### src/hw/rtl/hrlp_pkg.sv
// Package for the hex record line parser: status codes and the hex digit decode.
// Used by hex_record_line_parser; depends on nothing else.
package hrlp_pkg;

	typedef enum logic [1:0] {
		STATUS_OK        = 2'd0,
		STATUS_BAD_DELIM = 2'd1,
		STATUS_BAD_DIGIT = 2'd2,
		STATUS_BAD_SUM   = 2'd3
	} status_t;

	localparam logic [7:0] DELIM_CHAR   = 8'h3a;
	localparam int unsigned HEADER_BYTES = 4;
	localparam int unsigned FRAME_BYTES  = 5;

	typedef struct packed {
		logic       valid;
		logic [3:0] value;
	} nibble_t;

	// Decodes one ASCII character into a nibble; upper and lower case letters are accepted.
	function automatic nibble_t decode_nibble(input logic [7:0] c);
		nibble_t n;
		n.valid = 1'b1;
		n.value = 4'd0;
		if (c >= 8'h30 && c <= 8'h39) begin
			n.value = 4'(c - 8'h30);
		end else if (c >= 8'h41 && c <= 8'h46) begin
			n.value = 4'(c - 8'h37);
		end else if (c >= 8'h61 && c <= 8'h66) begin
			n.value = 4'(c - 8'h57);
		end else begin
			n.valid = 1'b0;
		end
		return n;
	endfunction

endpackage

### src/hw/rtl/hex_record_line_parser.sv
// Hex record line parser: one character beat in, at most one result beat out.
// An accepted input beat is held in the input register, and its result moves on to the
// output register when the output is not stalled.
// Throughput: one input beat per cycle; the output register frees the input side while
// a result waits, and a stall on the output holds the input stage only when it is full.
// Reset clears the line state, so the first beat after reset starts a new line.
// Depends on hrlp_pkg.
module hex_record_line_parser (
	input  logic        clk,
	input  logic        arst_n,
	input  logic        in_valid,
	output logic        in_stall,
	input  logic [7:0]  char_in,
	input  logic        end_of_line,
	output logic        out_valid,
	input  logic        out_stall,
	output logic        kind,
	output logic [7:0]  data_byte,
	output logic [7:0]  data_index,
	output logic [1:0]  status,
	output logic [7:0]  record_type,
	output logic [7:0]  data_length,
	output logic [15:0] load_address,
	output logic        line_done
);
	import hrlp_pkg::*;

	// Input register
	logic       valid_s1;
	logic [7:0] char_s1;
	logic       eol_s1;

	// Line state
	logic        first_seen_q;
	logic        delim_bad_q;
	logic        digit_bad_q;
	logic        half_pending_q;
	logic [3:0]  high_nibble_q;
	logic [8:0]  pair_count_q;
	logic [7:0]  sum_q;
	logic [31:0] header_q;

	logic        first_seen_d;
	logic        delim_bad_d;
	logic        digit_bad_d;
	logic        half_pending_d;
	logic [3:0]  high_nibble_d;
	logic [8:0]  pair_count_d;
	logic [7:0]  sum_d;
	logic [31:0] header_d;

	// Result register
	logic        out_valid_q;
	logic        kind_q;
	logic [7:0]  data_byte_q;
	logic [7:0]  data_index_q;
	status_t     status_q;
	logic [7:0]  record_type_q;
	logic [7:0]  data_length_q;
	logic [15:0] load_address_q;

	logic        advance;
	logic        has_result;
	logic        res_kind;
	logic [7:0]  res_byte;
	logic [7:0]  res_index;
	status_t     res_status;
	logic [7:0]  res_type;
	logic [7:0]  res_length;
	logic [15:0] res_address;

	nibble_t     nib;
	logic [3:0]  nib_value;
	logic [7:0]  new_byte;
	logic [8:0]  data_pos;
	logic [7:0]  cur_length;

	// The stage moves whenever the result register is empty or being drained.
	assign advance  = !out_valid_q || !out_stall;
	assign in_stall = valid_s1 && !advance;

	always_ff @(posedge clk or negedge arst_n) begin
		if (!arst_n) begin
			valid_s1 <= 1'b0;
		end else if (!in_stall) begin
			valid_s1 <= in_valid;
		end
	end

	always_ff @(posedge clk) begin
		if (in_valid && !in_stall) begin
			char_s1 <= char_in;
			eol_s1  <= end_of_line;
		end
	end

	assign nib        = decode_nibble(char_s1);
	assign nib_value  = nib.valid ? nib.value : 4'd0;
	assign new_byte   = {high_nibble_q, nib_value};
	assign data_pos   = pair_count_q - 9'(HEADER_BYTES);
	assign cur_length = header_q[31:24];

	always_comb begin
		first_seen_d   = first_seen_q;
		delim_bad_d    = delim_bad_q;
		digit_bad_d    = digit_bad_q;
		half_pending_d = half_pending_q;
		high_nibble_d  = high_nibble_q;
		pair_count_d   = pair_count_q;
		sum_d          = sum_q;
		header_d       = header_q;

		has_result  = 1'b0;
		res_kind    = 1'b0;
		res_byte    = 8'd0;
		res_index   = 8'd0;
		res_status  = STATUS_OK;
		res_type    = 8'd0;
		res_length  = 8'd0;
		res_address = 16'd0;

		if (eol_s1) begin
			has_result  = 1'b1;
			res_kind    = 1'b1;
			res_type    = header_q[7:0];
			res_length  = cur_length;
			res_address = header_q[23:8];
			if (!first_seen_q || delim_bad_q) begin
				res_status = STATUS_BAD_DELIM;
			end else if (digit_bad_q || half_pending_q ||
				({1'b0, pair_count_q} < ({2'b00, cur_length} + 10'(FRAME_BYTES)))) begin
				res_status = STATUS_BAD_DIGIT;
			end else if (sum_q != 8'd0) begin
				res_status = STATUS_BAD_SUM;
			end else begin
				res_status = STATUS_OK;
			end
			first_seen_d   = 1'b0;
			delim_bad_d    = 1'b0;
			digit_bad_d    = 1'b0;
			half_pending_d = 1'b0;
			high_nibble_d  = 4'd0;
			pair_count_d   = 9'd0;
			sum_d          = 8'd0;
			header_d       = 32'd0;
		end else if (!first_seen_q) begin
			first_seen_d = 1'b1;
			delim_bad_d  = (char_s1 != DELIM_CHAR);
		end else begin
			if (!nib.valid) begin
				digit_bad_d = 1'b1;
			end
			if (!half_pending_q) begin
				high_nibble_d  = nib_value;
				half_pending_d = 1'b1;
			end else begin
				half_pending_d = 1'b0;
				sum_d          = sum_q + new_byte;
				if (pair_count_q != '1) begin
					pair_count_d = pair_count_q + 9'd1;
				end
				case (pair_count_q)
					9'd0:    header_d[31:24] = new_byte;
					9'd1:    header_d[23:16] = new_byte;
					9'd2:    header_d[15:8]  = new_byte;
					9'd3:    header_d[7:0]   = new_byte;
					default: begin
						// Bytes past the header are data while inside the length.
						if (data_pos < {1'b0, cur_length}) begin
							has_result = 1'b1;
							res_byte   = new_byte;
							res_index  = data_pos[7:0];
						end
					end
				endcase
			end
		end
	end

	always_ff @(posedge clk or negedge arst_n) begin
		if (!arst_n) begin
			first_seen_q   <= 1'b0;
			delim_bad_q    <= 1'b0;
			digit_bad_q    <= 1'b0;
			half_pending_q <= 1'b0;
			high_nibble_q  <= 4'd0;
			pair_count_q   <= 9'd0;
			sum_q          <= 8'd0;
			header_q       <= 32'd0;
			out_valid_q    <= 1'b0;
		end else if (advance) begin
			out_valid_q <= valid_s1 && has_result;
			if (valid_s1) begin
				first_seen_q   <= first_seen_d;
				delim_bad_q    <= delim_bad_d;
				digit_bad_q    <= digit_bad_d;
				half_pending_q <= half_pending_d;
				high_nibble_q  <= high_nibble_d;
				pair_count_q   <= pair_count_d;
				sum_q          <= sum_d;
				header_q       <= header_d;
			end
		end
	end

	always_ff @(posedge clk) begin
		if (advance && valid_s1 && has_result) begin
			kind_q         <= res_kind;
			data_byte_q    <= res_byte;
			data_index_q   <= res_index;
			status_q       <= res_status;
			record_type_q  <= res_type;
			data_length_q  <= res_length;
			load_address_q <= res_address;
		end
	end

	assign out_valid    = out_valid_q;
	assign kind         = kind_q;
	assign data_byte    = data_byte_q;
	assign data_index   = data_index_q;
	assign status       = status_q;
	assign record_type  = record_type_q;
	assign data_length  = data_length_q;
	assign load_address = load_address_q;
	assign line_done    = kind_q;

endmodule

### config.mk
export PLATFORM = sky130hd
export DESIGN_NAME = hex_record_line_parser
export DESIGN_NICKNAME = d
export VERILOG_FILES = /design/src/hw/rtl/hrlp_pkg.sv /design/src/hw/rtl/hex_record_line_parser.sv
export SDC_FILE = /design/constraint.sdc
export NUM_CORES = 1
export LEC_CHECK = 0
export BUFFER_PORTS_ARGS = -buffer_cell sky130_fd_sc_hd__buf_2
export CORE_MARGIN = 2
export CORE_UTILIZATION = 50
export CTS_CLUSTER_DIAMETER = 120
export DETAILED_ROUTE_END_ITERATION = 10
export GPL_ROUTABILITY_DRIVEN = 0
export PLACE_DENSITY = 0.73
export SYNTH_ARGS = -nofsm -noshare
export SYNTH_HDL_FRONTEND = slang
export SYNTH_SLANG_ARGS = --single-unit
### constraint.sdc
create_clock -name clk -period 6.2 [get_ports clk]
set_clock_uncertainty 0.15 [all_clocks]
set_input_delay 1.24 -clock clk [delete_from_list [all_inputs] [get_ports clk]]
set_output_delay 1.24 -clock clk [all_outputs]
set_load 0.01 [all_outputs]
* After elaboration in Yosys (flattened, before gate mapping)
Index checks and enable logic that the tools add are counted.
** Cells by class
- Add/sub/neg operators :: 7
- Magnitude comparators :: 8
- Equality and inequality tests :: 8
- Multiplexer cells :: 42
- Bitwise gates (word level) :: 4
- Reduce and logical (&&, ||, !) cells :: 40
** Operators with widths (number)
- 32-bit two-way mux :: 3
- 8-bit two-way mux :: 7
- 9-bit two-way mux :: 4
- 4-bit two-way mux :: 7
- 5-bit AND reduction :: 5
- 1-bit two-way mux :: 19
- 9-bit by 2-bit equality test with 1-bit output, second input constant :: 2
- 8-bit by 7-bit >= comparator with 1-bit output, second input constant :: 2
- 8-bit by 7-bit <= comparator with 1-bit output, second input constant :: 2
- 2-bit nonzero test :: 7
- 4-bit AND reduction :: 3
- 8-bit by 3-bit adder with 9-bit output, second input constant :: 1
- 9-bit by 1-bit adder with 9-bit output, second input constant :: 1
- 9-bit by 1-bit equality test with 1-bit output, second input constant :: 1
- 9-bit logical NOT :: 1
- 9-bit by 8-bit < comparator with 1-bit output :: 1
- 9-bit < comparator :: 1
- 9-bit != test, second input constant :: 1
- 9-bit by 3-bit subtractor with 9-bit output, second input constant :: 1
- 8-bit adder :: 1
- 8-bit by 6-bit >= comparator with 1-bit output, second input constant :: 1
- 8-bit by 6-bit <= comparator with 1-bit output, second input constant :: 1
- 1-bit logical AND :: 8
- 8-bit by 6-bit != test with 1-bit output, second input constant :: 1
- other kinds (13) :: 28
** Storage, ports and cells
- Register bits after elaboration :: 119
- Input bits :: 13
- Output and inout bits :: 54

* Logic depth before layout (Yosys ltp)
Gate-level depths: netlist of run 1.
- Word-level depth :: 10
- Depth in mapped cells :: 14
- Gate-level depth less buffers :: 14

* Worst setup path before layout of run 1
OpenSTA, ideal clock, no wires.
- Path kind :: register -> register
- Start :: reg pair_count_q[2]
- End :: reg data_byte_q[0], in the netlist data_byte[0], enable pin
- Data arrival time :: 3.283 ns
- Setup slack :: 2.360 ns
- Cell stages (with the launch flop) :: 11
- Buffers on the path :: 0
- Cell sequence :: dfrtp_1 -> inv_1 -> ha_1 -> or3b_2 -> xnor2_1 -> ha_1 -> o211a_1 -> a221oi_1 -> o21ai_0 -> nand2_1 -> a21o_1
** On the way
- Cells in the longest elaborated chain, start to end :: 8
- Elaborated cells between the ends (all ways) :: 13
- Those cells by class :: 1 x add/sub; 1 x order compare; 3 x eq/ne; 5 x mux; 3 x reduce/logical
** RTL lines
- start: declaration :: RTL line hex_record_line_parser.sv:39 : logic [8:0] pair_count_q;
- start signal: assignment :: RTL line hex_record_line_parser.sv:199 : pair_count_q <= pair_count_d;
- 9-bit by 3-bit subtractor with 9-bit output :: RTL line hex_record_line_parser.sv:100 : assign data_pos = pair_count_q - 9'(HEADER_BYTES);
- named net data_pos[2] :: RTL line hex_record_line_parser.sv:75 : logic [8:0] data_pos;
- 9-bit by 8-bit < comparator with 1-bit output :: RTL line hex_record_line_parser.sv:169 : if (data_pos < {1'b0, cur_length}) begin
- 1-bit two-way mux :: RTL line hex_record_line_parser.sv:169
- 1-bit two-way mux :: RTL line hex_record_line_parser.sv:162 : case (pair_count_q)
- 1-bit two-way mux :: RTL line hex_record_line_parser.sv:153 : if (!half_pending_q) begin
- 1-bit two-way mux :: RTL line hex_record_line_parser.sv:146 : end else if (!first_seen_q) begin
- 1-bit two-way mux :: RTL line hex_record_line_parser.sv:122 : if (eol_s1) begin
- 1-bit logical AND :: RTL line hex_record_line_parser.sv:207 : if (advance && valid_s1 && has_result) begin
- end signal: assignment :: RTL line hex_record_line_parser.sv:209 : data_byte_q <= res_byte;
- end: declaration :: RTL line hex_record_line_parser.sv:55 : logic [7:0] data_byte_q;
The timed path passes the listed nets, and every way through them passes these cells.
A chain may end at the register's enable or synchronous reset.

* Worst setup path in the final report of run 1
- Start :: reg pair_count_q[2]
- End :: reg load_address_q[2], in the netlist load_address[2], enable pin
** On the way
- Cells in the longest elaborated chain, start to end :: 8
- Elaborated cells between the ends (all ways) :: 13
- Those cells by class :: 1 x add/sub; 1 x order compare; 3 x eq/ne; 5 x mux; 3 x reduce/logical
** RTL lines
- 9-bit by 3-bit subtractor with 9-bit output :: RTL line hex_record_line_parser.sv:100
- named net data_pos[2] :: RTL line hex_record_line_parser.sv:75
- 9-bit by 8-bit < comparator with 1-bit output :: RTL line hex_record_line_parser.sv:169
- 1-bit two-way mux :: RTL line hex_record_line_parser.sv:169
- 1-bit two-way mux :: RTL line hex_record_line_parser.sv:162
- 1-bit two-way mux :: RTL line hex_record_line_parser.sv:153
- 1-bit two-way mux :: RTL line hex_record_line_parser.sv:146
- 1-bit two-way mux :: RTL line hex_record_line_parser.sv:122
- 1-bit logical AND :: RTL line hex_record_line_parser.sv:207
- end signal: assignment :: RTL line hex_record_line_parser.sv:214 : load_address_q <= res_address;
- end: declaration :: RTL line hex_record_line_parser.sv:60 : logic [15:0] load_address_q;
The timed path passes the listed nets, and every way through them passes these cells.

==> impl_metrics.csv, run 1 <==
group,metric,value,unit
timing,whs,0.344,ns
timing,report.final.slew_viol_count,0,
clock_network,cts_made_buffers,17,
clock_network,cts_sinks,119,
clock_network,clk_latency,0.41,ns
worst_setup_path,arrival,3.83,ns
route,drtIter0Drc,240,
grt,grt_use_total,0.206,
timing,setup_viol_count_final,0,
grt,grt_pass1_vias,4042,
synth,ys_types,67,
clock_network,cts_root_buffer,"clkbuf_16",
worst_setup_path,r2r-start,"pair_count_q[2]",
route,wl_per_cell,16.8,um
worst_setup_path,reg2reg_depth,10,
synth,synth.net_count,531,
worst_setup_path,cp_slowest_stage_delay,0.89,ns
hold_path,min-delay-start,"sum_q[7]",
cells_and_area,layout-drive-gt1-share,0.257,
run,maxCapViolCount,0,
floorplan,die_x,112,um
floorplan,ios,67,
route,drt-total-wl,11900,um
cells_and_area,fin_nets,604,
worst_setup_path,crit_start,"pair_count_q[2]",
clock_network,cts_tree,"built",
worst_setup_path,crit_path_cell_trace,"inv_1, ha_1, or3b_2, xnor2_1, ha_1, o211a_1, a221oi_1, o21ai_0, nand2_1, a21o_2",
route,first_pass_iters,4,
clock_network,hold_buffers,0,
worst_setup_path,crit_family,"compound AO/OA/AOI/OAI gates",
clock_network,clk_path_buf_depth,2,
power_and_ir_drop,powerDensity,318,nW/um^2
worst_setup_path,crit_top_cell,"ha_1",
timing,tightest_slew,1.14,ns
floorplan,dieArea,12500,sq um
hold_path,min_path_cells,1,
synth,synth_seq_cells,119,
route,final_antenna_net_count,0,
clock_network,post_cts.repair.setup_buffers,0,
synth,synth_enable_flop_cells,60,
route,via_per_inst,5.49,
worst_setup_path,r2r_end,"load_address[2]",
timing,period_needed,3.95,ns
floorplan,fp-row-count,39,
hold_path,whs_endpoint,"sum_q[7]",
worst_setup_path,cp_num_buf_inv,1,
grt,grt-ovfl-total,0,
worst_setup_path,end_kind,"flop",
floorplan,initial_utilization,0.510,
worst_setup_path,path_max_fanout,51,
clock_network,cts.htree.levels,4,
floorplan,die_h,112,um
power_and_ir_drop,p_leak,3.03,nW
worst_setup_path,critPathSlowestCell,"a21o_2",
synth,ys_seq_area_frac,0.566,
place,hpwl,8150,um
clock_network,path_clk_slew,0.05,ns
timing,fin_crit_sh,0.637,
worst_setup_path,required,6.08,ns
clock_network,cts_resized,0,
timing,max_freq,253,MHz
cells_and_area,n_antenna_cell,0,
cells_and_area,syn_to_final_growth,17.5,%
timing,relSlewSlack,0.238,
synth,ys.flop_type,"edfxtp_1",
cells_and_area,nFillCells,914,
place,placement.io_buffers,66,
timing,hold_violations,0,
grt,grt_max_degree,60,
route,vias,3911,
timing,rsz0062_at_grt,"false",
synth,synthArstFlopShare,0.496,
outcome,outcome,"finished clean",
synth,ys.warnings.count,0,
route,drc,0,
cells_and_area,final_cell_mix,"buf_2, edfxtp_1, dfrtp_1",
hold_path,hp-class,"reg -> reg",
synth,synth_cells,484,
worst_setup_path,crit_type,"reg -> reg",
grt,grt_pass1_wl,20000,um
grt,antenna_found_initial,0,
power_and_ir_drop,ir_drop,0.000219,V
timing,setup_tns,0,ns
synth,avgSynthCellArea,12.0,sq um
worst_setup_path,startpoint_type,"flop",
cells_and_area,mostFrequentLayoutCell,"buf_2",
synth,syn-cell-area,5800,sq um
floorplan,fp.coreArea,11400,sq um
worst_setup_path,rrSetupSlack,2.25,ns
## metal layers
layer / GRT usage / routed length [um] / vias to the layer above / share of wire
met4: 0.0823 / 202 / 0 / 0.017
met2: 0.343 / 6080 / 107 / 0.51
li1: - / - / 1889 / -
met1: 0.258 / 5040 / 1896 / 0.42
met5: 0 / 0 / - / 0
met3: 0.0561 / 614 / 19 / 0.051
## cells by family (layout without fill, tap and decap cells)
kind of cell,after synthesis,after routing,synth area share
AOI/OAI and AO/OA,90,90,0.107
xor gates and xnor gates,17,17,0.0257
adders and majority gates,35,35,0.0766
buffers and inverters,40,125,0.0283
DFF,119,119,0.566
muxes,32,32,0.0617
and+or+nand+nor,151,151,0.135
## power breakdown
part | leakage, nW | switching, mW | internal, mW
Combinational | 1.38 | 0.184 | 0.123
Sequential | 1.39 | 0.0447 | 0.897
Clock | 0.261 | 0.345 | 0.568
Total | 3.03 | 0.574 | 1.59
## area by class of cell
class | count | area (sq um) | share of cell area
Multi-Input combinational cell | 325 | 2360 | 0.346
Tap cell | 143 | 179 | 0.0263
Clock buffer | 20 | 457 | 0.0670
Inverter | 26 | 97.6 | 0.0143
Clock inverter | 11 | 100 | 0.0147
Timing Repair Buffer | 68 | 345 | 0.0507
Sequential cell | 119 | 3280 | 0.481
## flip-flops by register name, indices dropped and copies added, names as in the netlist, 2 cells and up
register and count:
char_s1 8, data_byte 8, data_index 8, data_length 8
header_q 32, high_nibble_q 4, load_address 16, pair_count_q 9
record_type 8, status 2, sum_q 8
## synthesized netlist by cell type, types with 3 or more instances
cell	instances	area share
o31a_1	3	0.0045
a21o_1	9	0.012
clkbuf_1	9	0.0058
inv_1	26	0.017
dfrtp_1	59	0.25
o211ai_1	4	0.0052
nor2_1	48	0.031
ha_1	33	0.071
xor2_1	8	0.012
o22ai_1	4	0.0043
nand2_1	26	0.017
nor3_1	9	0.0078
mux2_2	30	0.058
nor2b_1	7	0.0076
o21ai_0	16	0.014
or3_1	3	0.0032
nand3_1	5	0.0043
nor2_2	3	0.0032
edfxtp_1	60	0.31
a21oi_1	19	0.016
and2_1	27	0.029
xnor2_1	9	0.014
nand2b_1	4	0.0043
o21a_1	6	0.0078
## per-stage QoR
stage / util / power, mW / cell area (sq um) / setup WS [ns] / cells
after detailed placement: 0.550 / 1.26 / 6260 / 2.23 / 681
final: 0.599 / 2.16 / 6810 / 2.25 / 712
after floorplan: - / 1.16 / 5800 / 2.36 / 484
after global routing: 0.599 / 2.27 / 6810 / 1.99 / 712
after global placement: 0.550 / 1.25 / 6260 / 2.43 / 681
after CTS: 0.599 / 2.18 / 6810 / 2.21 / 712
## worst max-delay path by stage
stage                           end  slack (ns)  cells past startpoint
finish              load_address[2]        2.25                     10
floorplan              data_byte[0]        2.36                     10
global placement     record_type[7]        2.43                     10
detailed placement  load_address[5]        2.23                     10
CTS                       status[0]        2.21                     10
global route         data_length[7]        1.99                     10
No activity file was read; power rests on OpenSTA's default activity.
==> run 2: changes to the inputs <==
- PLACE_DENSITY: 0.73 -> 0.76
- clock period: 6.2 -> 3.4 ns (I/O delays scaled with it)
==> run 2 against run 1 <==
  * Clock power is 91% higher
  * Final cell count is 1.4% higher
  * Setup slack worse by 2.1 ns
  * Via count is 2.8% higher
  * Design area is 2.7% higher
  * Hold slack worse by 0.16 ns
  * Critical endpoint is now sum_q[7]
  * Fmax is 22% higher
  * Largest power group is now the clock network
  * Die area stayed put
  * Routed wire length is 5.7% higher
  * Critical path type unchanged
  * Combinational power is 95% higher
  * First-iteration DRC count is 5.0% higher
  * Sequential cell count stayed put
==> impl_metrics.csv, run 2 (synthesis results as in run 1) <==
group,metric,value,unit
clock_network,clk_latency,0.41,ns
power_and_ir_drop,powerDensity,581,nW/um^2
hold_path,hp-class,"in -> async",
route,wl_per_cell,17.5,um
worst_setup_path,crit_type,"reg -> reg",
floorplan,fp.coreArea,11400,sq um
clock_network,cts_root_buffer,"clkbuf_16",
timing,relSlewSlack,0.395,
cells_and_area,layout-drive-gt1-share,0.282,
clock_network,hold_buffers,0,
power_and_ir_drop,p_comb_frac,0.147,
clock_network,clk_path_buf_depth,2,
grt,grt_max_degree,46,
clock_network,cts_made_buffers,17,
worst_setup_path,path_max_fanout,6,
timing,fin_crit_sh,0.950,
floorplan,ios,67,
route,via_per_inst,5.57,
power_and_ir_drop,p_leak,3.11,nW
outcome,outcome,"finished clean",
worst_setup_path,arrival,3.41,ns
grt,antenna_found_initial,0,
power_and_ir_drop,p_seq_frac,0.423,
clock_network,cts.htree.levels,4,
grt,grt-ovfl-total,0,
route,first_pass_iters,4,
power_and_ir_drop,netSwitchingFraction,0.263,
timing,hold_violations,0,
power_and_ir_drop,internal-power,2.99,mW
cells_and_area,mostFrequentLayoutCell,"buf_2",
route,drc,0,
cells_and_area,fin_nets,613,
cells_and_area,top_register,"header_q",
grt,grt_pass1_vias,4057,
route,drt-total-wl,12600,um
route,vias,4020,
clock_network,post_cts.repair.setup_buffers,0,
route,drtIter0Drc,252,
power_and_ir_drop,ir_drop,0.000296,V
clock_network,cts_tree,"built",
run,maxCapViolCount,0,
floorplan,die_h,112,um
grt,grt_use_total,0.210,
clock_network,cts_sinks,119,
place,placement.io_buffers,66,
cells_and_area,n_antenna_cell,0,
worst_setup_path,end_kind,"flop",
worst_setup_path,startpoint_type,"flop",
route,final_antenna_net_count,0,
power_and_ir_drop,clockPowerShare,0.430,
floorplan,initial_utilization,0.510,
cells_and_area,final_cell_mix,"buf_2, edfxtp_1, dfrtp_1",
timing,tightest_slew,0.907,ns
timing,max_freq,310,MHz
timing,period_needed,3.23,ns
timing,setup_viol_count_final,0,
worst_setup_path,required,3.58,ns
cells_and_area,largest_reg_flops,32,
floorplan,dieArea,12500,sq um
grt,grt_pass1_wl,20400,um
place,hpwl,8760,um
timing,whs,0.186,ns
power_and_ir_drop,switchingPower,1.07,mW
clock_network,path_clk_slew,0.05,ns
timing,report.final.slew_viol_count,0,
floorplan,die_x,112,um
cells_and_area,final_core_util,0.615,
cells_and_area,syn_to_final_growth,20.7,%
floorplan,fp-row-count,39,
==> run 2: changes by cell type in the layout (fill, tap and decap cells not counted), sizes merged <==
cell    change
inv         -1
clkbuf      +1
bufinv      +1
clkinv      +1
buf         +8
==> run 2: path summary, 6_finish.rpt <==
path / end / slack [ns] / depth (start not counted) / start
max: sum_q[7] / 0.17 / 11 / char_s1[3]
min: header_q[18] / 0.19 / 1 / arst_n
max reg2reg: sum_q[7] / 0.17 / 11 / char_s1[3]
min reg2reg: header_q[11] / 0.35 / 1 / header_q[11]
max in group asynchronous: valid_s1 / 2.28 / 2 / arst_n
min in group clk: char_s1[6] / 0.29 / 1 / char_in[6]
==> run 2: through the flow <==
stage / instances / TNS, ns / setup slack, ns / area, sq um / power [mW]
after floorplan: 484 / 0 / 0.259 / 5800 / 2.12
after global placement: 689 / 0 / 0.264 / 6360 / 2.29
after detailed placement: 689 / 0 / 0.0786 / 6360 / 2.32
after CTS: 721 / 0 / 0.0309 / 6940 / 4.07
after global routing: 722 / -0.00839 / -0.00839 / 7000 / 4.24
final: 722 / 0 / 0.171 / 7000 / 4.06
==> run 2: area by class of cell <==
type / count / area [sq um]
clock buffer: 20 / 457
multi-input combinational: 325 / 2390
inverter: 26 / 97.6
clock inverter: 12 / 126
tap: 143 / 179
timing repair buffer: 77 / 468
sequential: 119 / 3280
fill: 896 / 4370
==> run 2: worst max-delay path, stage by stage, from the launching register on <==
cell	delay, ns
edfxtp_1	0.48
or4b_4	0.61
nor3_4	0.26
a22oi_2	0.11
inv_1	0.12
ha_1	0.26
a21oi_2	0.18
a21boi_0	0.13
o211ai_1	0.20
a21oi_1	0.08
o41a_1	0.41
mux2i_1	0.14
==> run 2: what timing repair did <==
item | CTS | global route
resized for setup | 0 | 8
hold endpoints to repair | 0 | 0
endpoints found under the setup margin | 0 | 64
==> run 2: layer usage <==
metal	vias up	GRT usage	share of wire
li1	1901	-	-
met1	1972	0.262	0.40
met2	133	0.356	0.53
met3	14	0.0550	0.057
met4	0	0.0741	0.012
met5	-	0	0
==> run 2: power by group through the flow <==
stage	Sequential (mW)	Clock, mW	Combinational [mW]
floorplan	1.74	0	0.377
global placement	1.74	0	0.555
detailed placement	1.74	0	0.578
CTS	1.72	1.76	0.588
global route	1.73	1.84	0.669
finish	1.72	1.75	0.599
==> run 3: changes to the inputs <==
- BUFFER_PORTS_ARGS: -buffer_cell sky130_fd_sc_hd__buf_2 -> -buffer_cell sky130_fd_sc_hd__buf_4
==> run 3 against run 2 <==
  * Via count increased by 1.8%
  * Critical path type unchanged
  * Largest power group is now registers
  * Largest cell class unchanged
  * Hold slack got worse by 0.0073 ns
  * Sequential share of layout area decreased by 1.2 points
  * Setup slack got worse by 0.029 ns
==> impl_metrics.csv, run 3 (synthesis results as in run 1) <==
group,metric,value,unit
power_and_ir_drop,p_comb_frac,0.155,
place,placement.io_buffers,66,
worst_setup_path,end_kind,"flop",
floorplan,die_x,112,um
power_and_ir_drop,p_seq_frac,0.423,
cells_and_area,fin_area,7190,sq um
cells_and_area,nFillCells,878,
power_and_ir_drop,ir_drop,0.000328,V
route,first_pass_iters,4,
clock_network,path_clk_slew,0.06,ns
worst_setup_path,r2r_end,"data_index[6]",
grt,grt_use_total,0.208,
worst_setup_path,path_max_fanout,22,
worst_setup_path,crit_type,"reg -> reg",
clock_network,cts_tree,"built",
route,final_antenna_net_count,0,
cells_and_area,syn_to_final_growth,24.0,%
timing,tightest_slew,0.856,ns
run,maxCapViolCount,0,
clock_network,hold_buffers,0,
timing,layout_setup_ws,0.142,ns
floorplan,die_h,112,um
power_and_ir_drop,switchingPower,1.13,mW
worst_setup_path,reg2reg_depth,11,
clock_network,cts.htree.levels,4,
power_and_ir_drop,netSwitchingFraction,0.277,
grt,grt_pass1_wl,20200,um
timing,hold_violations,0,
cells_and_area,largest_reg_flops,32,
timing,setup_viol_count_final,0,
floorplan,fp.coreArea,11400,sq um
grt,grt-ovfl-total,0,
route,vias,4093,
worst_setup_path,required,3.37,ns
cells_and_area,layout-drive-gt1-share,0.293,
power_and_ir_drop,clockPowerShare,0.422,
floorplan,fp-row-count,39,
route,wl_per_cell,17.0,um
timing,report.final.slew_viol_count,0,
worst_setup_path,startpoint_type,"flop",
place,dp_slack,0.0900,ns
clock_network,cts_made_buffers,17,
place,placed_cell_area,6530,sq um
timing,period_needed,3.26,ns
hold_path,hp-class,"in -> async",
grt,grt_max_degree,60,
worst_setup_path,arrival,3.23,ns
floorplan,ios,67,
route,drc,0,
cells_and_area,n_antenna_cell,0,
clock_network,clk_latency,0.42,ns
cells_and_area,fin_nets,622,
cells_and_area,final_cell_mix,"buf_4, edfxtp_1, dfrtp_1",
place,hpwl,8550,um
cells_and_area,top_register,"header_q",
route,drtIter0Drc,215,
worst_setup_path,r2r-start,"pair_count_q[3]",
power_and_ir_drop,internal-power,2.94,mW
power_and_ir_drop,powerDensity,565,nW/um^2
cells_and_area,final_core_util,0.632,
worst_setup_path,rrSetupSlack,0.14,ns
floorplan,dieArea,12500,sq um
clock_network,clk_path_buf_depth,2,
route,drt-total-wl,12500,um
power_and_ir_drop,p_leak,3.20,nW
route,via_per_inst,5.60,
timing,relSlewSlack,0.429,
timing,fin_crit_sh,0.958,
clock_network,cts_root_buffer,"clkbuf_16",
cells_and_area,mostFrequentLayoutCell,"buf_4",
grt,antenna_found_initial,0,
outcome,outcome,"finished clean",
clock_network,cts_sinks,119,
grt,grt_pass1_vias,4095,
floorplan,initial_utilization,0.510,
timing,max_freq,307,MHz
## run 3: cell types whose count changed in the layout (fill, tap and decap cells not counted), sizes merged
cell / change
clkinvlp: -3
clkinv: +1
clkbuf: -4
inv: +6
buf: +10
bufinv: -1
## run 3: per-stage QoR
step | hold WS [ns] | total power, mW | setup TNS, ns | std cells
finish | 0.179 | 4.06 | 0 | 731
global route | 0.246 | 4.23 | -0.00832 | 731
CTS | 0.211 | 4.07 | 0 | 723
detailed placement | 0.333 | 2.35 | 0 | 691
global placement | 0.327 | 2.33 | 0 | 691
floorplan | 0.234 | 2.12 | 0 | 484
## run 3: how the worst max path moves through the flow
stage                               start              to
after CTS                      char_s1[0]        sum_q[7]
after global placement    pair_count_q[3]  record_type[3]
after global routing           char_s1[1]        sum_q[7]
after detailed placement       char_s1[0]        sum_q[7]
final                     pair_count_q[3]   data_index[6]
after floorplan           pair_count_q[2]    data_byte[0]
## run 3: cell type report
class	instances	area, sq um	share of cell area
tap	143	179	0.0249
sequential	119	3280	0.456
timing repair buffer	86	671	0.0933
multi-input combinational	325	2390	0.333
clock buffer	17	425	0.0592
clock inverter	15	145	0.0202
inverter	26	97.6	0.0136
## run 3: power by group through the flow
| stage | logic, mW | registers [mW] | clock network [mW] |
|---|---|---|---|
| CTS | 0.615 | 1.72 | 1.73 |
| global route | 0.699 | 1.73 | 1.80 |
| floorplan | 0.377 | 1.74 | 0 |
| global placement | 0.591 | 1.74 | 0 |
| detailed placement | 0.608 | 1.74 | 0 |
| finish | 0.630 | 1.72 | 1.71 |
## run 3: critical path, stage by stage, from the launching register on
cell and delay (ns):
dfrtp_1 0.43, inv_1 0.11, ha_1 0.18, or3b_2 0.51
xnor2_2 0.17, ha_1 0.31, o211a_1 0.13, a221oi_1 0.23
o21ai_0 0.15, nand2_1 0.15, a21o_4 0.24, buf_12 0.19
## run 3: metal layers
metal,up-vias,wire length (um),GRT usage,share of wire
li1,1926,-,-,-
met1,2015,5160,0.262,0.41
met2,127,6340,0.344,0.51
met3,25,698,0.0555,0.056
met4,0,265,0.0856,0.021
met5,-,0,0,0
## run 3: what timing repair did
item,in CTS,in global routing
endpoints found under the setup margin,0,46
buffers inserted,0,8
gates resized for setup,0,7
